## config.mk

```make
export PLATFORM = sky130hd
export DESIGN_NAME = ffba_ctrl
export DESIGN_NICKNAME = d
export VERILOG_FILES = /design/src/design/ffba_pkg.sv /design/src/design/ffba_ctrl.sv
export SDC_FILE = /design/constraint.sdc
export NUM_CORES = 2
export LEC_CHECK = 0
export ABC_AREA = 1
export BUFFER_PORTS_ARGS = -buffer_cell sky130_fd_sc_hd__buf_2
export CAP_MARGIN = 20
export CORE_MARGIN = 10
export CORE_UTILIZATION = 45
export CTS_BUF_LIST = sky130_fd_sc_hd__clkbuf_8
export DETAILED_ROUTE_END_ITERATION = 10
export GPL_TIMING_DRIVEN = 0
export PLACE_DENSITY = 0.74
export SYNTH_ARGS = -nofsm -noshare
export SYNTH_HDL_FRONTEND = slang
export SYNTH_SLANG_ARGS = --single-unit
export TNS_END_PERCENT = 30
```

## constraint.sdc

```tcl
create_clock -name i_clk -period 19.5 [get_ports i_clk]
set_input_delay 3.9 -clock i_clk [delete_from_list [all_inputs] [get_ports i_clk]]
set_output_delay 3.9 -clock i_clk [all_outputs]
set_load 0.02 [all_outputs]
```

## src/design/ffba_pkg.sv

```systemverilog
// ----------------------------------------------------------------------------
// First-fit block allocator package
// Sizes, operation and status codes, and the structs shared by cells and control.
// ----------------------------------------------------------------------------
`default_nettype none

package ffba_pkg;

    localparam int MAX_BLOCKS   = 64;
    localparam int HEADER_BYTES = 12;
    localparam int IDX_W        = $clog2(MAX_BLOCKS);
    localparam int CNT_W        = $clog2(MAX_BLOCKS + 1);
    localparam int CFG_IDX_W    = 1;

    // Configuration register indexes
    localparam logic [CFG_IDX_W-1:0] REG_HEAP_BASE = 1'd0;
    localparam logic [CFG_IDX_W-1:0] REG_HEAP_END  = 1'd1;

    // Result status codes
    localparam logic [1:0] ST_OK       = 2'd0;
    localparam logic [1:0] ST_NOSPACE  = 2'd1;
    localparam logic [1:0] ST_UNKNOWN  = 2'd2;
    localparam logic [1:0] ST_OVERFLOW = 2'd3;

    typedef enum logic [1:0] {
        FN_ALLOC   = 2'd0,
        FN_FREE    = 2'd1,
        FN_REALLOC = 2'd2,
        FN_CALLOC  = 2'd3
    } t_ffba_func;

    // Request fields broadcast to every cell during a scan
    typedef struct packed {
        logic [31:0] addr;
        logic [31:0] size;
    } t_ffba_req;

    // Running scan result passed from cell to cell
    typedef struct packed {
        logic             valid;
        logic             m_hit;
        logic             m_free;
        logic             m_big;
        logic [IDX_W-1:0] m_idx;
        logic             f_hit;
        logic [IDX_W-1:0] f_idx;
        logic [31:0]      f_addr;
    } t_ffba_tok;

    // Table update issued at the end of a scan
    typedef struct packed {
        logic             take_en;
        logic [IDX_W-1:0] take_idx;
        logic             rel_en;
        logic [IDX_W-1:0] rel_idx;
        logic             app_en;
        logic [IDX_W-1:0] app_idx;
        logic [31:0]      app_addr;
        logic [31:0]      app_size;
    } t_ffba_cmd;

endpackage

`default_nettype wire

```

## src/design/ffba_ctrl.sv

```systemverilog
// ----------------------------------------------------------------------------
// First-fit block allocator control
// Sequences one request: size product, scan launch, decision and table update.
// ----------------------------------------------------------------------------
`default_nettype none

module ffba_ctrl
    import ffba_pkg::*;
(
    input  wire logic                 i_clk,
    input  wire logic                 i_rst_n,
    input  wire logic                 start,
    output logic                      busy,
    input  wire logic [1:0]           i_func,
    input  wire logic [31:0]          i_size_bytes,
    input  wire logic [31:0]          i_address,
    input  wire logic [31:0]          i_elem_count,
    input  wire logic [31:0]          i_elem_size,
    input  wire logic                 i_cfg_we,
    input  wire logic [CFG_IDX_W-1:0] i_cfg_idx,
    input  wire logic [31:0]          i_cfg_data,
    output t_ffba_req                 o_req,
    output t_ffba_cmd                 o_cmd,
    output t_ffba_tok                 o_tok,
    input  wire t_ffba_tok            i_tok,
    output logic                      o_done,
    output logic [31:0]               o_result_address,
    output logic [1:0]                o_status,
    output logic                      o_reused
);

    typedef enum logic [2:0] {
        S_IDLE,
        S_MUL,
        S_SIZE,
        S_SCAN,
        S_WAIT
    } t_state;

    t_state     r_state;
    t_ffba_func r_func;
    logic [31:0] r_size;
    logic [31:0] r_addr;
    logic [31:0] r_ecnt;
    logic [31:0] r_esz;
    logic [63:0] r_prod;
    logic [31:0] r_req_size;
    logic        r_ovf;
    logic [33:0] r_top;
    logic [31:0] r_new_daddr;
    logic [CNT_W-1:0] r_count;
    logic [31:0] r_bp;
    logic [31:0] r_heap_base;
    logic [31:0] r_heap_end;
    logic        r_done;
    logic [31:0] r_res_addr;
    logic [1:0]  r_res_status;
    logic        r_res_reused;

    logic [63:0] w_prod;
    logic        w_accept;
    logic        w_decide;
    logic        w_room;
    logic        w_top_ok;

    // Outcome of a plain allocation with the scanned size
    logic [1:0]  a_status;
    logic [31:0] a_addr;
    logic        a_reuse;
    logic        a_take;
    logic        a_app;

    // Outcome of the whole request
    logic [1:0]  d_status;
    logic [31:0] d_addr;
    logic        d_reuse;
    logic        d_take;
    logic        d_app;
    logic        d_rel;

    assign w_accept = start && (r_state == S_IDLE);
    assign w_decide = (r_state == S_WAIT) && i_tok.valid;
    assign w_prod   = 64'(r_ecnt) * 64'(r_esz);
    assign w_room   = (r_count < CNT_W'(MAX_BLOCKS));
    assign w_top_ok = (r_top <= {2'b00, r_heap_end});

    // Broadcast request and launch the scan token into the first cell
    assign o_req.addr = r_addr;
    assign o_req.size = r_req_size;

    always_comb begin
        o_tok       = '0;
        o_tok.valid = (r_state == S_SCAN);
    end

    // Zero size fails; else first fit, else append at the break if room remains
    always_comb begin
        a_status = ST_OK;
        a_addr   = '0;
        a_reuse  = 1'b0;
        a_take   = 1'b0;
        a_app    = 1'b0;
        priority if (r_req_size == '0) begin
            a_status = ST_NOSPACE;
        end else if (i_tok.f_hit) begin
            a_addr  = i_tok.f_addr;
            a_reuse = 1'b1;
            a_take  = 1'b1;
        end else if (!w_room || !w_top_ok) begin
            a_status = ST_NOSPACE;
        end else begin
            a_addr = r_new_daddr;
            a_app  = 1'b1;
        end
    end

    // Resolve the request from the scan result
    always_comb begin
        d_status = a_status;
        d_addr   = a_addr;
        d_reuse  = a_reuse;
        d_take   = a_take;
        d_app    = a_app;
        d_rel    = 1'b0;
        unique case (r_func)
            FN_ALLOC: begin
            end
            FN_FREE: begin
                d_status = ST_OK;
                d_addr   = '0;
                d_reuse  = 1'b0;
                d_take   = 1'b0;
                d_app    = 1'b0;
                if (r_addr != '0) begin
                    if (i_tok.m_hit) begin
                        d_rel = 1'b1;
                    end else begin
                        d_status = ST_UNKNOWN;
                    end
                end
            end
            FN_REALLOC: begin
                if (r_addr != '0) begin
                    priority if (!i_tok.m_hit || i_tok.m_free) begin
                        d_status = ST_UNKNOWN;
                        d_addr   = '0;
                        d_reuse  = 1'b0;
                        d_take   = 1'b0;
                        d_app    = 1'b0;
                    end else if (i_tok.m_big) begin
                        d_status = ST_OK;
                        d_addr   = r_addr;
                        d_reuse  = 1'b0;
                        d_take   = 1'b0;
                        d_app    = 1'b0;
                    end else begin
                        d_rel = (a_status == ST_OK);
                    end
                end
            end
            FN_CALLOC: begin
                if (r_ovf) begin
                    d_status = ST_OVERFLOW;
                    d_addr   = '0;
                    d_reuse  = 1'b0;
                    d_take   = 1'b0;
                    d_app    = 1'b0;
                end
            end
            default: begin
            end
        endcase
    end

    // Table update, valid only in the deciding cycle
    always_comb begin
        o_cmd          = '0;
        o_cmd.take_en  = w_decide && d_take;
        o_cmd.take_idx = i_tok.f_idx;
        o_cmd.rel_en   = w_decide && d_rel;
        o_cmd.rel_idx  = i_tok.m_idx;
        o_cmd.app_en   = w_decide && d_app;
        o_cmd.app_idx  = r_count[IDX_W-1:0];
        o_cmd.app_addr = r_new_daddr;
        o_cmd.app_size = r_req_size;
    end

    // Sequencer, allocator registers and result registers
    always_ff @(posedge i_clk) begin
        if (!i_rst_n) begin
            r_state     <= S_IDLE;
            r_done      <= 1'b0;
            r_count     <= '0;
            r_bp        <= '0;
            r_heap_base <= '0;
            r_heap_end  <= '0;
        end else begin
            r_done <= w_decide;

            // The user must write registers only while idle; the block itself does not enforce it
            if (i_cfg_we) begin
                if (i_cfg_idx == REG_HEAP_BASE) begin
                    r_heap_base <= i_cfg_data;
                    if (r_count == '0) begin
                        r_bp <= i_cfg_data;
                    end
                end
                if (i_cfg_idx == REG_HEAP_END) begin
                    r_heap_end <= i_cfg_data;
                end
            end

            unique case (r_state)
                S_IDLE: begin
                    if (w_accept) begin
                        r_func  <= t_ffba_func'(i_func);
                        r_size  <= i_size_bytes;
                        r_addr  <= i_address;
                        r_ecnt  <= i_elem_count;
                        r_esz   <= i_elem_size;
                        r_state <= S_MUL;
                    end
                end
                S_MUL: begin
                    r_prod  <= w_prod;
                    r_state <= S_SIZE;
                end
                S_SIZE: begin
                    if (r_func == FN_CALLOC) begin
                        r_req_size <= r_prod[31:0];
                        r_ovf      <= (r_prod[63:32] != '0);
                    end else begin
                        r_req_size <= r_size;
                        r_ovf      <= 1'b0;
                    end
                    r_state <= S_SCAN;
                end
                S_SCAN: begin
                    r_top       <= {2'b00, r_bp} + 34'(HEADER_BYTES) + {2'b00, r_req_size};
                    r_new_daddr <= r_bp + 32'(HEADER_BYTES);
                    r_state     <= S_WAIT;
                end
                S_WAIT: begin
                    if (w_decide) begin
                        r_res_addr   <= d_addr;
                        r_res_status <= d_status;
                        r_res_reused <= d_reuse;
                        if (d_app) begin
                            r_count <= r_count + CNT_W'(1);
                            r_bp    <= r_top[31:0];
                        end
                        r_state <= S_IDLE;
                    end
                end
                default: begin
                    r_state <= S_IDLE;
                end
            endcase
        end
    end

    assign busy             = (r_state != S_IDLE);
    assign o_done           = r_done;
    assign o_result_address = r_res_addr;
    assign o_status         = r_res_status;
    assign o_reused         = r_res_reused;

endmodule

`default_nettype wire

```

# After elaboration in Yosys (flattened, before gate mapping)
# Cells that the tools add are included.
[word_totals]
out_inout_bits = 235
reg_bits = 403
inputBits = 216
[classes]
n_lt_le_gt_ge = 2
n_reduce_logical = 25
addsub = 4
n_eq_ne = 9
mux = 49
n_mul = 1
[ops]
columns = ["op", "count"]
rows = [
  ["$mux W32", 14],
  ["$pmux W32 S3", 1],
  ["$mul A32 B32 Y64", 1],
  ["$reduce_bool A32 Y1", 2],
  ["$add A33 B32 Y34", 1],
  ["$le A34 B32 Y1", 1],
  ["$add A32 B4 Y33 const B", 1],
  ["$add A32 B4 Y32 const B", 1],
  ["$logic_not A32 Y1", 1],
  ["$mux W1", 21],
  ["$pmux W3 S5", 1],
  ["$mux W2", 6],
  ["$reduce_and A2 Y1", 5],
  ["$reduce_and A3 Y1", 3],
  ["$add A7 B1 Y7 const B", 1],
  ["$logic_not A7 Y1", 1],
  ["$lt A7 B7 Y1 const B", 1],
  ["$eq A3 B2 Y1 const B", 2],
  ["$mux W3", 2],
  ["$pmux W1 S3", 2],
  ["$pmux W2 S3", 1],
  ["$logic_and A1 B1 Y1", 5],
  ["$eq A2 B2 Y1 const B", 2],
  ["$ne A2 B2 Y1 const B", 2],
  ["other kinds (9)", 12],
]

# Logic depth before layout (Yosys ltp)
[depth]
word_depth = 13
ltp_mapped = 32
depth_no_buf = 31

# Worst setup path before layout
# Ideal clock, no wire load.
[synth_path]
path_kind = "input -> register"
startpoint = "input port i_rst_n"
endpoint = "register r_addr[0] (enable)"
path_buffers = 1
stages = 3
setup_time_ns = 0.621
arrival_ns = 9.501
setup_slack_ns = 9.377
cell_sequence = "buf_2 nand2_1 nor2_1"
[synth_between]
elab_chain_len = 1
[synth_lines]
columns = ["item", "line", "rtl"]
rows = [
  ["start, declared", "ffba_ctrl.sv:11", "input wire logic i_rst_n,"],
  ["$reduce_and A3 Y1 (no line)", "--", ""],
  ["end signal, assigned", "ffba_ctrl.sv:218", "r_addr <= i_address;"],
  ["end, declared", "ffba_ctrl.sv:43", "logic [31:0] r_addr;"],
]
# No other way between the ends.
# A chain may end at the register's enable or synchronous reset.

==> metrics.md <==
| Metric | Value |
|---|---|
| Status | `finished, final reports clean` |
| Hold/Removal Path Class | `flip-flop to flip-flop` |
| Fill cells | `roughly 12000` |
| Least-Margin Pin Slew | `about 1.2 ns` |
| Max-cap violation count | `0` |
| Layout cells sized above 1 | `under 10%` |
| Post-CTS Resized | `0` |
| Clk slew on worst S/H paths | `around 0.060 ns` |
| Via/cell ratio | `5.26` |
| Synth Instances | `roughly 6400` |
| Critical path data arrival time | `5.74 ns` |
| Clock Sinks | `approximately 400` |
| Number of endpoints failing setup at the final stage | `0` |
| CP Launch Type | `input port` |
| Clk buf depth | `3` |
| Dpl hpwl | `~180 mm` |
| Hold Crit Depth | `2` |
| Worst path required time | `15.60 ns` |
| NumNets Final | `8437` |
| Total grt overflow | `0` |
| Relative slew slack | `18.3%` |
| Worst R2R Path Depth | `26` |
| Seq/Total Area, Yosys | `a little over a fifth` |
| Synth cell types | `61` |
| Root Buffer Master | `clkbuf_8` |
| Input/output buffers | `389` |
| Commonest non-fill, non-tap cell in the layout | `inv_1` |
| Avg Synthesized Cell Area | `about 8.4 sq um` |
| I/O Pins | `~450` |
| DIE WIDTH | `367 microns` |
| Area Overhead vs Synth | `11.4%` |
| RSZ-0062 raised after global routing | `no` |
| Pin count of the biggest net entering global routing | `36` |
| Via count | `approximately 45000` |
| Num rows | `about 130` |
| Synth async-reset ratio | `0%` |
| Initial core utilization | `between 40 and 50%` |
| Fin crit share | `between 40% and 50%` |
| Crit path kind | `input port to output port` |
| Routed wire length | `211 mm` |
| Synth warn | `0` |
| First-pass GRT wire length | `306 mm` |
| Most common flop cell mapped by yosys | `edfxtp_1` |
| Vias in the first global route | `about 47000` |
| Final Slew Violations | `0` |
| Die Area | `around 130000 sq um` |
| ANT nets after route | `0` |
| M3 GR Usage | `under 10%` |
| Mapped cell area | `54200 sq um` |
| CP max FO | `10` |
| Die span in y | `around 370 microns` |
| Met2 Use GR | `approximately 50%` |
| Post-synth EDFFs | `between 300 and 400` |
| Hold-fix buffers at CTS | `0` |
| GRT met1 Usage | `about 37%` |
| Period minus WS final | `between 9 and 10 ns` |
| CTS H-tree lvls | `3` |
| #FFs+latches synth | `approximately 400` |
| Final hold viol count | `0` |
| Setup Buffers After CTS | `0` |
| Initial antenna violation count | `16` |
| Core ar. | `approximately 120000 sq um` |
| Most frequent cells in the layout | `inv_1, nand2_1, fa_1` |
| Crit end category | `output port` |
| Initial DRC Count | `between 4000 and 5000` |
| TritonCTS buffer count | `75` |
| Routed WL per cell | `between 20 and 25 microns` |
| CTS tree | `done` |
| GRT Util Overall | `between 30% and 40%` |
| Final Skew | `roughly 0.072 ns` |
| Final setup TNS | `0 ns` |
| Later-pin clock latency in the skew report | `~0.8 ns` |
| Drt pass-1 iters | `9` |
| GRT Max-Usage Layer | `met2` |
| DRC | `0` |
| Routability cong. | `a little over 1` |
| Peak Freq | `a little over 100 MHz` |
flip-flops by register name (all words and copies together) (netlist names), 3 cells and up:
| register | cells |
|---|---|
| o_result_address | 32 |
| r_addr | 32 |
| r_bp | 32 |
| r_count | 7 |
| r_ecnt | 32 |
| r_esz | 32 |
| r_heap_end | 32 |
| r_new_daddr | 32 |
| r_prod | 64 |
| r_req_size | 32 |
| r_size | 32 |
| r_state | 3 |
| r_top | 34 |
synth_stat cells, types with 22 or more instances:
| master | instances | share of area, % |
|---|---|---|
| fa_1 | 897 | 33 |
| edfxtp_1 | 328 | 18 |
| nand3_1 | 112 | 1.0 |
| dfxtp_1 | 75 | 2.8 |
| o21ai_1 | 32 | 0.30 |
| nor3_1 | 34 | 0.31 |
| inv_1 | 1690 | 12 |
| clkbuf_1 | 227 | 1.6 |
| ha_1 | 365 | 8.4 |
| a21oi_1 | 197 | 1.8 |
| nor4_1 | 22 | 0.25 |
| nor2_1 | 313 | 2.2 |
| xor2_1 | 90 | 1.5 |
| nand2_1 | 1570 | 11 |
| o21ai_0 | 144 | 1.3 |
| nand4_1 | 33 | 0.38 |
| buf_4 | 99 | 1.4 |
layout make-up:
class,instances,area [sq um],area share (%)
Buffer,344,1720,2.85
Sequential cell,403,11400,18.8
Inverter,1697,6370,10.6
Timing Repair Buffer,413,2350,3.90
Clock buffer,82,1130,1.87
Antenna cell,11,27.5,0.0456
Multi-Input combinational cell,4025,34900,57.9
Clock inverter,53,432,0.716
Tap cell,1612,2020,3.34
stage by stage:
stage | hold WS (ns) | util (%) | setup slack, ns | std cells | area, sq um
6_report | 0.462 | 50.4 | 9.86 | 8640 | 60300
5_1_grt | 0.483 | 50.4 | 9.79 | 8632 | 60300
4_1_cts | 0.462 | 50.3 | 9.87 | 8624 | 60200
3_5_place_dp | 0.452 | 49.0 | 9.87 | 8489 | 58700
3_3_place_gp | 0.441 | 48.7 | 5.44 | 8470 | 58300
2_1_floorplan | 0.429 | - | 9.38 | 6469 | 54300
per-layer routing:
layer  wire [microns]  share of wire, %
met1            77900                37
met2            98100                46
met3            18500               8.8
met4            16800               7.9
met5              108             0.051
worst paths after layout:
| path | from | to | slack [ns] |
|---|---|---|---|
| setup reg to reg | r_ecnt[21] | r_prod[44] | 11.08 |
| hold / removal | r_heap_end[14] | r_heap_end[14] | 0.46 |
| hold reg to reg | r_heap_end[14] | r_heap_end[14] | 0.46 |
| setup / recovery | i_tok[47] | o_cmd[70] | 9.86 |
kinds of logic (layout without fill, tap and decap cells):
logic type | Yosys count | in the layout | synth area share (%)
fa+ha+maj | 1262 | 1262 | 41.6
flops | 403 | 403 | 21.0
xor+xnor | 109 | 109 | 1.76
mux | 8 | 8 | 0.166
compound gates | 480 | 480 | 4.96
buf+inv | 2041 | 2589 | 14.9
simple gates | 2118 | 2118 | 15.6
other cells | 1 | 59 | 0.00692
worst max-delay path, stage by stage:
cell and delay, ns:
buf_2 0.10, inv_1 0.07, nor2_2 0.14, nand2_1 0.20
nor2_1 0.26, nand3b_2 0.19, nand2_4 0.09, clkinv_4 0.08
nand2_4 0.06, nor2_8 0.21, buf_6 0.23, buf_2 0.20
Power is not shown: default switching activity piles up to over one toggle a cycle in this logic, so the estimate is an artifact.
