### src/design/ffba_pkg.sv
// ----------------------------------------------------------------------------
// First-fit block allocator package
// Sizes, operation and status codes, and the structs shared by cells and control.
// ----------------------------------------------------------------------------
`default_nettype none

package ffba_pkg;

    localparam int MAX_BLOCKS   = 64;
    localparam int HEADER_BYTES = 12;
    localparam int IDX_W        = $clog2(MAX_BLOCKS);
    localparam int CNT_W        = $clog2(MAX_BLOCKS + 1);
    localparam int CFG_IDX_W    = 1;

    // Configuration register indexes
    localparam logic [CFG_IDX_W-1:0] REG_HEAP_BASE = 1'd0;
    localparam logic [CFG_IDX_W-1:0] REG_HEAP_END  = 1'd1;

    // Result status codes
    localparam logic [1:0] ST_OK       = 2'd0;
    localparam logic [1:0] ST_NOSPACE  = 2'd1;
    localparam logic [1:0] ST_UNKNOWN  = 2'd2;
    localparam logic [1:0] ST_OVERFLOW = 2'd3;

    typedef enum logic [1:0] {
        FN_ALLOC   = 2'd0,
        FN_FREE    = 2'd1,
        FN_REALLOC = 2'd2,
        FN_CALLOC  = 2'd3
    } t_ffba_func;

    // Request fields broadcast to every cell during a scan
    typedef struct packed {
        logic [31:0] addr;
        logic [31:0] size;
    } t_ffba_req;

    // Running scan result passed from cell to cell
    typedef struct packed {
        logic             valid;
        logic             m_hit;
        logic             m_free;
        logic             m_big;
        logic [IDX_W-1:0] m_idx;
        logic             f_hit;
        logic [IDX_W-1:0] f_idx;
        logic [31:0]      f_addr;
    } t_ffba_tok;

    // Table update issued at the end of a scan
    typedef struct packed {
        logic             take_en;
        logic [IDX_W-1:0] take_idx;
        logic             rel_en;
        logic [IDX_W-1:0] rel_idx;
        logic             app_en;
        logic [IDX_W-1:0] app_idx;
        logic [31:0]      app_addr;
        logic [31:0]      app_size;
    } t_ffba_cmd;

endpackage

`default_nettype wire

### src/design/ffba_cell.sv
// ----------------------------------------------------------------------------
// First-fit block allocator table cell
// Holds one block entry, folds its match and fit into the passing scan token.
// ----------------------------------------------------------------------------
`default_nettype none

module ffba_cell
    import ffba_pkg::*;
(
    input  wire logic             i_clk,
    input  wire logic             i_rst_n,
    input  wire logic [IDX_W-1:0] i_cell_idx,
    input  wire t_ffba_req        i_req,
    input  wire t_ffba_cmd        i_cmd,
    input  wire t_ffba_tok        i_tok,
    output t_ffba_tok             o_tok
);

    logic        r_valid;
    logic        r_free;
    logic [31:0] r_daddr;
    logic [31:0] r_size;
    t_ffba_tok   r_tok;
    t_ffba_tok   n_tok;

    logic w_hit;
    logic w_big;
    logic w_fit;

    // Compare this entry against the request
    assign w_hit = r_valid && (r_daddr == i_req.addr);
    assign w_big = (r_size >= i_req.size);
    assign w_fit = r_valid && r_free && w_big;

    // Keep the earliest match and the earliest fit seen so far
    always_comb begin
        n_tok = i_tok;
        if (!i_tok.m_hit && w_hit) begin
            n_tok.m_hit  = 1'b1;
            n_tok.m_idx  = i_cell_idx;
            n_tok.m_free = r_free;
            n_tok.m_big  = w_big;
        end
        if (!i_tok.f_hit && w_fit) begin
            n_tok.f_hit  = 1'b1;
            n_tok.f_idx  = i_cell_idx;
            n_tok.f_addr = r_daddr;
        end
    end

    // Advance the token and apply table updates addressed to this entry
    always_ff @(posedge i_clk) begin
        if (!i_rst_n) begin
            r_valid     <= 1'b0;
            r_free      <= 1'b0;
            r_tok.valid <= 1'b0;
        end else begin
            r_tok <= n_tok;
            if (i_cmd.app_en && (i_cmd.app_idx == i_cell_idx)) begin
                r_valid <= 1'b1;
                r_free  <= 1'b0;
                r_daddr <= i_cmd.app_addr;
                r_size  <= i_cmd.app_size;
            end
            if (i_cmd.take_en && (i_cmd.take_idx == i_cell_idx)) begin
                r_free <= 1'b0;
            end
            if (i_cmd.rel_en && (i_cmd.rel_idx == i_cell_idx)) begin
                r_free <= 1'b1;
            end
        end
    end

    assign o_tok = r_tok;

endmodule

`default_nettype wire

### config.mk
export PLATFORM = sky130hd
export DESIGN_NAME = ffba_cell
export DESIGN_NICKNAME = d
export VERILOG_FILES = /design/src/design/ffba_pkg.sv /design/src/design/ffba_cell.sv
export SDC_FILE = /design/constraint.sdc
export NUM_CORES = 1
export LEC_CHECK = 0
export ABC_AREA = 1
export BUFFER_PORTS_ARGS = -buffer_cell sky130_fd_sc_hd__buf_2
export CAP_MARGIN = 20
export CORE_ASPECT_RATIO = 0.8
export CORE_MARGIN = 2
export CORE_UTILIZATION = 35
export DETAILED_ROUTE_END_ITERATION = 10
export PLACE_DENSITY = 0.61
export SYNTH_ARGS = -nofsm -noshare
export SYNTH_HDL_FRONTEND = slang
export SYNTH_SLANG_ARGS = --single-unit
### constraint.sdc
create_clock -name i_clk -period 10.3 [get_ports i_clk]
set_input_delay 1.545 -clock i_clk [delete_from_list [all_inputs] [get_ports i_clk]]
set_output_delay 1.545 -clock i_clk [all_outputs]
set_load 0.02 [all_outputs]
# Word-level counts from Yosys, hierarchy flattened
# Cells that the tools add are included.
[word_totals]
input_bits = 206
wordCells = 34
regBits = 115
[op_classes]
muxes = 5
n_lt_le_gt_ge = 1
reduce_logical = 12
n_eq_ne = 4
[ops]
columns = ["operator", "n"]
rows = [
  ["two-way mux 38 bit", 1],
  ["equality test 32 bit", 1],
  ["greater-or-equal comparator 32 bit", 1],
  ["equality test 6 bit", 3],
  ["logical AND 1 bit", 8],
  ["two-way mux 8 bit", 1],
  ["two-way mux 1 bit", 3],
  ["nonzero test 3 bit", 1],
  ["logical NOT 1 bit", 2],
  ["AND reduction 2 bit", 1],
]

# Longest topological paths before layout
# Gate-level depths: netlist (run 1).
[logic_depth]
ltp_word = 5
ltp_mapped = 18
mapped_depth_nobuf = 16

# Worst setup path after synthesis (run 1)
# OpenSTA, ideal clock, no wires.
[synth_path]
kind = "in2reg"
start = "input i_cell_idx[4]"
end = "register r_daddr[0] (enable)"
path_stages = 5
slack_ns = 5.000
setup_time_ns = 0.486
t_arrival_ns = 4.814
required_ns = 9.814
cell_sequence = "clkbuf_1 -> xor2_1 -> nor3_1 -> nand2_1 -> nor2_1"
[synth_between]
elab_chain_cells = 3
[synth_rtl]
columns = ["item", "line", "source"]
rows = [
  ["start, declared", "ffba_cell.sv:12", "input wire logic [IDX_W-1:0] i_cell_idx,"],
  ["equality test 6 bit", "ffba_cell.sv:59", "if (i_cmd.app_en && (i_cmd.app_idx == i_cell_idx)) begin"],
  ["logical AND 1 bit", "ffba_cell.sv:59", ""],
  ["AND reduction 2 bit (no source line)", "n/a", ""],
  ["end signal, assigned", "ffba_cell.sv:62", "r_daddr <= i_cmd.app_addr;"],
  ["end, declared", "ffba_cell.sv:21", "logic [31:0] r_daddr;"],
]
# No other way between the ends.
# A chain may end at the register's enable or synchronous reset.

==> impl_metrics.py, run 1 <==
metrics = {
    "status": {
        "status": "finished, final reports clean",
    },
    "power": {
        "power_frac_clock": 0.474,
        "seq_power_share": 0.424,
        "comb_power_share": 0.102,
        "power_density_nw_per_um2": 163,
        "p_leak_nw": 3.79,
        "p_total_mw": 1.27,
        "ir_worst_vdd_mv": 0.108,
        "internal_power_mw": 0.988,
        "netSwitchingFraction": 0.224,
        "p_sw_mw": 0.285,
    },
    "floorplan": {
        "fp.dieW_um": 147,
        "pin_count": 255,
        "die_h_um": 118,
        "start_util": 0.359,
        "rows": 41,
        "core-area_um2": 15900,
        "dieArea_um2": 17300,
    },
    "timing": {
        "setup_viol": 0,
        "hold_viol": 0,
        "slew_violations": 0,
        "max_freq_mhz": 243,
        "worst_slew_pin_slew_ns": 0.853,
        "finalCritPeriodShare": 0.399,
        "maxSlewHeadroom": 0.429,
        "fin_crit_ns": 4.11,
        "rsz0062_at_grt": "no",
        "finalSetupTns_ns": 0,
        "finClkSkew_ns": 0.00873,
    },
    "global_route": {
        "grt_use_total": 0.191,
        "grt-ovfl-total": 0,
        "grt_pass1_wl_mm": 25.0,
        "grt_max_degree": 52,
        "antenna_found_initial": 3,
        "first_global_vias": 4776,
    },
    "drt": {
        "via_per_inst": 4.46,
        "num_vias": 4720,
        "drc_errors": 0,
        "drt_iter0_drc": 262,
        "dr.pass1.iters": 4,
        "wl_per_cell_um": 15.3,
        "routed_wirelength_mm": 16.2,
        "antenna_left": 0,
    },
    "clock_tree": {
        "cts_hold_buffers": 0,
        "htreeDepth": 4,
        "cts_made_buffers": 17,
        "cts.path.max_buffers": 2,
        "clk_latency_ns": 0.41,
        "cts_resized": 0,
        "cts.clk_slew.worst_paths_ns": 0.05,
        "cts_setup_buffers": 0,
        "clock_sinks": 115,
        "cts_tree": "built",
        "cts-root-buf": "clkbuf_16",
    },
    "placed_design": {
        "place_congestion": 0.853,
        "place_area_um2": 7190,
        "place_inst": 1025,
        "io_buffers": 254,
        "dpl.hpwl_mm": 12.3,
    },
    "final_layout": {
        "design_area_um2": 7800,
        "layout-drive-gt1-share": 0.347,
        "final_cell_mix": "254 x buf_2, 179 x nand2_1, 112 x edfxtp_1, 73 x inv_1, 44 x nand3_1",
        "utilization": 0.492,
        "final_common_cell": "buf_2",
        "fin_cells": 1059,
        "nets": 1067,
        "area_growth_pct": 36.8,
    },
    "critical_path": {
        "ff2ff_setup_slack_ns": 7.03,
        "cp_max_fo": 40,
        "crit_start": "i_req[7]",
        "worstReg2RegEnd": "o_tok[22]",
        "cp.required_ns": 10.46,
        "crit_arrival_ns": 4.27,
        "reg2regPathDepth": 14,
        "crit_end": "o_tok[22]",
        "r2r_start": "r_size[5]",
        "cp-start-kind": "input port",
        "setup.worst_path.class": "input port to register",
        "end_kind": "register",
    },
    "job": {
        "max_cap_viol_count": 0,
    },
    "yosys": {
        "syn_inst": 566,
        "yosys_register_bits": 115,
        "async_reset_ff_frac": 0,
        "syn_avg_cell_area_um2": 10.1,
        "ys.flop_type": "edfxtp_1",
        "ys_seq_area_frac": 0.601,
        "synth-edff-count": 112,
        "yosysWarnings": 0,
        "synth_cell_types": 26,
        "synth_fp_nets": 804,
        "syn_area_um2": 5700,
    },
    "hold_path": {
        "holdCritPathClass": "register to register",
    },
}
==> synthesized netlist by cell type (4+ instances only) <==
cell / n / area (um^2)
xor2_1: 12 / 105
buf_2: 6 / 30.0
ha_1: 32 / 400
o22ai_1: 4 / 25.0
nand3_1: 44 / 220
o21ai_0: 21 / 105
nor2_1: 22 / 82.6
inv_1: 73 / 274
a21oi_1: 17 / 85.1
edfxtp_1: 112 / 3360
nand2_1: 179 / 672
nor3_1: 10 / 50.1
xnor2_1: 6 / 52.6
==> metal layers <==
| metal | GRT usage | up-vias | part of all wire |
|---|---|---|---|
| li1 | - | 2424 | - |
| met1 | 0.251 | 2089 | 0.46 |
| met2 | 0.297 | 182 | 0.45 |
| met3 | 0.0531 | 25 | 0.070 |
| met4 | 0.0765 | 0 | 0.019 |
| met5 | 0 | - | 0 |
==> sequential cells by signal (all words and copies together), names as in the netlist <==
| name | count |
|---|---|
| r_daddr | 32 |
| r_free | 1 |
| r_size | 32 |
| o_tok | 49 |
| r_valid | 1 |
==> cells by family (layout without fill, tap and decap cells) <==
group | count (synthesis) | after routing | synth area share
simple gates | 266 | 266 | 0.193
flops | 115 | 115 | 0.601
buf+inv | 87 | 362 | 0.0632
compound gates | 48 | 48 | 0.0455
fa+ha+maj | 32 | 32 | 0.0703
xor+xnor | 18 | 18 | 0.0277
other cells | 0 | 3 | 0
==> stage by stage <==
stage | hold WS [ns] | worst slack (ns)
4_1_cts | 0.514 | 6.17
2_1_floorplan | 0.444 | 5.00
6_report | 0.515 | 6.19
3_3_place_gp | 0.500 | 5.77
5_1_grt | 0.538 | 5.85
3_5_place_dp | 0.491 | 5.72
==> worst min path at each step <==
stage | to | cells past startpoint | from | slack (ns)
floorplan | r_valid | 2 | r_valid | 0.44
global placement | r_free | 2 | r_free | 0.50
detailed placement | r_valid | 2 | r_valid | 0.49
CTS | r_valid | 2 | r_valid | 0.51
global route | r_free | 2 | r_free | 0.54
finish | r_free | 2 | r_free | 0.52
==> critical path, cell delays in order <==
cell and delay, ns:
buf_2 0.08, inv_1 0.03, ha_1 0.28, nand2_1 0.07, inv_2 0.05, nand2_1 0.06, nor2_1 0.10, nor2_1 0.04
nand2_1 0.05, nand2_1 0.05, nand2_1 0.14, nand2_1 0.08, nand2_2 0.62, nand2_2 0.73, nand2_1 0.23, nand2_1 0.08
==> layout make-up <==
class | count | area, um^2
Fill cell | 1504 | 8060
Sequential cell | 115 | 3420
Multi-Input combinational cell | 364 | 1930
Timing Repair Buffer | 257 | 1290
Clock buffer | 18 | 429
Inverter | 74 | 278
Tap cell | 215 | 269
Clock inverter | 13 | 166
Antenna cell | 3 | 7.51
==> power by group through the flow <==
stage	Clock (mW)	Sequential, mW	Combinational (mW)
after floorplan	0	0.569	0.0401
after global placement	0	0.548	0.130
after detailed placement	0	0.548	0.131
after CTS	0.612	0.539	0.132
after global routing	0.636	0.540	0.146
final	0.603	0.539	0.130
No activity file was read; power rests on OpenSTA's default activity.
==> inputs of run 2 (changes only) <==
ABC_AREA = 0   (was 1)
PLACE_DENSITY = 0.62   (was 0.61)
clock period = 4.3 ns   (was 10.3 ns; I/O delays follow)
==> impl_metrics.py, run 2 <==
metrics = {
    "timing": {
        "rsz0062_at_grt": "no",
        "slew_violations": 0,
        "max_freq_mhz": 338,
        "fin_crit_ns": 2.96,
        "hold_viol": 0,
        "setup_viol": 0,
        "hold_ws_ns": 0.414,
        "worst_slew_pin_slew_ns": 0.764,
        "finalSetupTns_ns": 0,
        "maxSlewHeadroom": 0.491,
        "finClkSkew_ns": 0.00817,
        "finalCritPeriodShare": 0.688,
    },
    "critical_path": {
        "reg2regPathDepth": 8,
        "end_kind": "register",
        "cp_max_fo": 38,
        "crit_arrival_ns": 3.10,
        "ff2ff_setup_slack_ns": 1.34,
        "r2r_start": "r_size[7]",
        "setup.worst_path.class": "register to register",
        "critPathBufInv": 1,
        "cp-start-kind": "register",
        "cp_top_family": "compound AO/OA/AOI/OAI gates",
        "cp.required_ns": 4.45,
        "path_cells": "ha_1 -> a21oi_1 -> o21ai_0 -> a221oi_1 -> a31oi_1 -> nor2_4 -> buf_4 -> mux2_2",
        "worstReg2RegEnd": "o_tok[8]",
        "slowest_stage": "buf_4",
        "critical_path_depth": 8,
        "max_stage_delay_ns": 0.55,
    },
    "yosys": {
        "synthXorXnorAreaFrac": 0.0797,
        "synth_cell_types": 35,
        "synth-edff-count": 112,
        "async_reset_ff_frac": 0,
        "yosysTopAreaCellShare": 0.612,
        "yosys_register_bits": 115,
        "ys.flop_type": "edfxtp_1",
        "yosysMostFrequentCell": "edfxtp_1",
        "yosysWarnings": 0,
        "syn_inst": 362,
        "synth.area.top_cells": "edfxtp_1 61%, ha_1 7.3%, xnor2_1 6.9%",
        "synth.largest_area_cell": "edfxtp_1",
        "synth_mux_area_frac": 0.108,
        "synth_compound_area_frac": 0.0305,
        "synth_top_family_by_area": "multiplexers",
        "yosys.area_share.adder": 0.0729,
        "synth_fp_nets": 600,
        "synth_common_cells": "112 x edfxtp_1, 43 x xnor2_1, 35 x inv_1",
        "syn_avg_cell_area_um2": 15.2,
        "syn_area_um2": 5500,
        "ys_seq_area_frac": 0.623,
        "synth_simple_gate_area_share": 0.0540,
    },
    "global_route": {
        "antenna_found_initial": 0,
        "grt_pass1_wl_mm": 20.5,
        "grt-ovfl-total": 0,
        "first_global_vias": 4152,
        "grt_use_total": 0.167,
        "grt_max_degree": 52,
    },
    "power": {
        "p_sw_mw": 0.641,
        "internal_power_mw": 2.44,
        "comb_power_share": 0.099,
        "p_leak_nw": 3.37,
        "netSwitchingFraction": 0.208,
        "ir_worst_vdd_mv": 0.254,
        "seq_power_share": 0.417,
        "power_density_nw_per_um2": 403,
        "power_frac_clock": 0.483,
    },
    "floorplan": {
        "start_util": 0.362,
        "die_h_um": 116,
        "rows": 40,
        "core-area_um2": 15200,
        "fp.dieW_um": 144,
        "dieArea_um2": 16700,
        "pin_count": 255,
    },
    "clock_tree": {
        "cts_hold_buffers": 0,
        "cts_resized": 0,
        "htreeDepth": 4,
        "cts_made_buffers": 17,
        "clk_latency_ns": 0.40,
        "cts_tree": "built",
        "cts.clk_slew.worst_paths_ns": 0.05,
        "cts_setup_buffers": 0,
        "cts-root-buf": "clkbuf_16",
        "clock_sinks": 115,
        "cts.path.max_buffers": 2,
    },
    "final_layout": {
        "antennaDiodeCount": 0,
        "layout-drive-gt1-share": 0.512,
        "largest_register_ffs": 49,
        "area_growth_pct": 39.2,
        "final_cell_mix": "254 x buf_2, 112 x edfxtp_1, 43 x xnor2_1, 35 x inv_1, 32 x ha_1",
        "nets": 872,
        "final_common_cell": "buf_2",
    },
    "drt": {
        "routed_wirelength_mm": 13.9,
        "via_per_inst": 4.55,
        "dr.pass1.iters": 4,
        "num_vias": 3901,
        "drt_iter0_drc": 126,
        "drc_errors": 0,
        "wl_per_cell_um": 16.3,
        "antenna_left": 0,
    },
    "placed_design": {
        "io_buffers": 254,
        "place_congestion": 0.801,
        "dpl.hpwl_mm": 10.7,
    },
    "hold_path": {
        "holdCritPathClass": "input port to register",
        "min_to": "r_size[17]",
        "hold_depth": 1,
        "hold_start": "i_cmd[17]",
    },
    "status": {
        "status": "finished, final reports clean",
    },
    "job": {
        "max_cap_viol_count": 0,
    },
}
==> run 2: cell count changes after synthesis, moves of 12 or more <==
| cell | previous run | this run |
|---|---|---|
| nor2_1 | 22 | 2 |
| nand4_1 | 3 | 15 |
| o21ai_0 | 21 | 5 |
| mux2_4 | 0 | 20 |
| xnor2_1 | 6 | 43 |
| mux2_2 | 0 | 25 |
| nand3_1 | 44 | 7 |
| nand2_1 | 179 | 10 |
| inv_1 | 73 | 35 |
==> run 2: final cells by class <==
type / count / area (um^2)
clock inverters: 13 / 189
well taps: 210 / 263
clock buffers: 19 / 433
flip-flops and latches: 115 / 3420
inverters: 35 / 131
multi-input cells: 208 / 1900
repair buffers: 257 / 1310
fillers: 1385 / 7520
==> run 2: cells by family (layout without fill, tap and decap cells) <==
logic type	Yosys count	count (layout)
XOR/XNOR	50	50
adder cells (fa/ha/maj)	32	32
flip-flops	115	115
AND/OR/NAND/NOR	52	52
buffers and inverters	39	324
multiplexers	46	46
AO/OA/AOI/OAI	28	28
==> run 2: worst max-delay path by stage <==
stage / startpoint / slack [ns] / end
global placement: i_req[7] / 0.97 / o_tok[11]
CTS: r_size[7] / 1.29 / o_tok[8]
floorplan: i_cell_idx[5] / 1.13 / r_daddr[0]
finish: r_size[7] / 1.34 / o_tok[8]
detailed placement: i_req[7] / 0.90 / o_tok[6]
global route: r_size[7] / 1.14 / o_tok[6]
==> run 2: metrics by stage <==
stage                      util  setup slack, ns  instance area, um^2  std cells  total power [mW]
after detailed placement  0.463            0.902                 7030        825              1.62
after global routing      0.504             1.14                 7650        857              3.21
after global placement    0.463            0.970                 7030        825              1.61
final                     0.504             1.34                 7650        857              3.09
after CTS                 0.504             1.29                 7650        857              3.13
after floorplan               -             1.13                 5500        362              1.45
==> run 2: power by group through the flow <==
stage | logic [mW] | registers, mW | clock network [mW]
floorplan | 0.0890 | 1.36 | 0
global placement | 0.302 | 1.31 | 0
detailed placement | 0.308 | 1.31 | 0
CTS | 0.310 | 1.29 | 1.53
global route | 0.334 | 1.29 | 1.58
finish | 0.306 | 1.29 | 1.49
==> run 2: layer usage <==
layer  routed length, um  up-vias  global-route usage
met5                   0        -                   0
met4                 131        0              0.0490
met3                1390       11              0.0657
met2                6800      176               0.292
met1                5600     1815               0.189
li1                    -     1899                   -
==> inputs of run 3 (changes only) <==
clock period = 2.88 ns   (was 4.3 ns; I/O delays follow)
==> impl_metrics.py, run 3 (synthesis results as in run 2) <==
metrics = {
    "status": {
        "status": "finished, final reports clean",
    },
    "global_route": {
        "grt-ovfl-total": 0,
        "antenna_found_initial": 1,
        "busiest_layer": "met2",
        "grt_use_total": 0.165,
        "gr-usage-met2": 0.290,
        "grt_util_met3": 0.0752,
        "grt_max_degree": 65,
        "use_met1": 0.175,
        "first_global_vias": 4181,
        "grt_pass1_wl_mm": 20.1,
    },
    "timing": {
        "setup_viol": 0,
        "rsz0062_at_grt": "no",
        "max_freq_mhz": 378,
        "finClkSkew_ns": 0.00861,
        "maxSlewHeadroom": 0.628,
        "slew_violations": 0,
        "hold_ws_ns": 0.199,
        "finalSetupTns_ns": 0,
        "finalCritPeriodShare": 0.919,
        "worst_slew_pin_slew_ns": 0.553,
        "hold_viol": 0,
        "fin_crit_ns": 2.65,
    },
    "critical_path": {
        "ff2ff_setup_slack_ns": 0.23,
        "critPathBufInv": 1,
        "cp_max_fo": 19,
        "path_cells": "ha_1 -> nand4_1 -> nor3_1 -> a221oi_1 -> a31oi_1 -> nor2_4 -> buf_12 -> mux2_4",
        "setup.worst_path.class": "register to register",
        "max_stage_delay_ns": 0.43,
        "slowest_stage": "a31oi_1",
        "cp.required_ns": 3.03,
        "crit_arrival_ns": 2.80,
        "cp_top_family": "compound AO/OA/AOI/OAI gates",
        "end_kind": "register",
        "cp-start-kind": "register",
    },
    "final_layout": {
        "final_common_cell": "buf_2",
        "largest_register_ffs": 49,
        "layout-drive-gt1-share": 0.515,
        "fillers": 1397,
        "final_cell_mix": "254 x buf_2, 112 x edfxtp_1, 43 x xnor2_1, 35 x inv_1, 32 x ha_1",
        "area_growth_pct": 39.3,
        "antennaDiodeCount": 0,
        "nets": 876,
    },
    "power": {
        "comb_power_share": 0.102,
        "ir_worst_vdd_mv": 0.367,
        "p_sw_mw": 0.954,
        "power_density_nw_per_um2": 578,
        "power_frac_clock": 0.463,
        "seq_power_share": 0.434,
        "p_leak_nw": 3.38,
        "netSwitchingFraction": 0.216,
        "internal_power_mw": 3.47,
    },
    "drt": {
        "via_per_inst": 4.50,
        "drt_iter0_drc": 146,
        "antenna_left": 0,
        "wl_per_cell_um": 15.9,
        "dr.pass1.iters": 4,
        "num_vias": 3871,
        "drc_errors": 0,
        "routed_wirelength_mm": 13.7,
    },
    "clock_tree": {
        "htreeDepth": 4,
        "cts-root-buf": "clkbuf_16",
        "cts_tree": "built",
        "clock_sinks": 115,
        "clk_latency_ns": 0.41,
        "cts_made_buffers": 17,
        "cts_resized": 0,
        "cts.path.max_buffers": 2,
        "cts_hold_buffers": 0,
        "cts.clk_slew.worst_paths_ns": 0.05,
        "cts_setup_buffers": 0,
    },
    "floorplan": {
        "dieArea_um2": 16700,
        "core-area_um2": 15200,
        "fp.dieW_um": 144,
        "rows": 40,
        "start_util": 0.362,
        "die_h_um": 116,
        "pin_count": 255,
    },
    "placed_design": {
        "io_buffers": 254,
        "place_congestion": 0.777,
        "dpl.hpwl_mm": 10.7,
    },
    "hold_path": {
        "holdCritPathClass": "input port to register",
    },
    "job": {
        "max_cap_viol_count": 0,
    },
}
==> run 3: cell types whose count changed in the layout (fill, tap and decap cells not counted) <==
cell        change
clkinv_2        +1
buf_12          +2
bufinv_16       -2
buf_4           +2
clkinvlp_4      +1
==> run 3: final cells by class <==
class                           instances  area (um^2)  share of cell area
Sequential cell                       115         3420               0.447
Multi-Input combinational cell        208         1900               0.249
Timing Repair Buffer                  261         1360               0.178
Clock buffer                           19          433              0.0565
Tap cell                              210          263              0.0343
Clock inverter                         13          141              0.0185
Inverter                               35          131              0.0172
==> run 3: worst paths after layout <==
check                  start  cells after the start    endpoint
setup / recovery  r_size[14]                      8   o_tok[31]
hold / removal     i_cmd[13]                      1  r_size[13]
setup reg to reg  r_size[14]                      8   o_tok[31]
hold reg to reg      r_valid                      1     r_valid
==> run 3: metal layers <==
| metal | vias up | wire [um] |
|---|---|---|
| met5 | - | 13 |
| met4 | 2 | 175 |
| met3 | 14 | 1500 |
| met2 | 176 | 6680 |
| met1 | 1773 | 5320 |
| li1 | 1906 | - |
==> run 3: power groups by stage <==
stage               Clock (mW)  Combinational, mW  Sequential, mW
floorplan                    0              0.133            2.03
global placement             0              0.450            1.95
detailed placement           0              0.458            1.96
CTS                       2.11              0.461            1.92
global route              2.18              0.497            1.93
finish                    2.05              0.453            1.92
==> run 3: per-stage QoR <==
stage / area (um^2) / worst slack (ns) / cells / util / power [mW]
after floorplan: 5500 / 0.416 / 362 / - / 2.16
after global placement: 7080 / 0.0671 / 829 / 0.467 / 2.40
after detailed placement: 7080 / 0.00971 / 829 / 0.467 / 2.41
after CTS: 7660 / 0.198 / 861 / 0.505 / 4.49
after global routing: 7660 / 0.0448 / 861 / 0.505 / 4.60
final: 7660 / 0.233 / 861 / 0.505 / 4.42
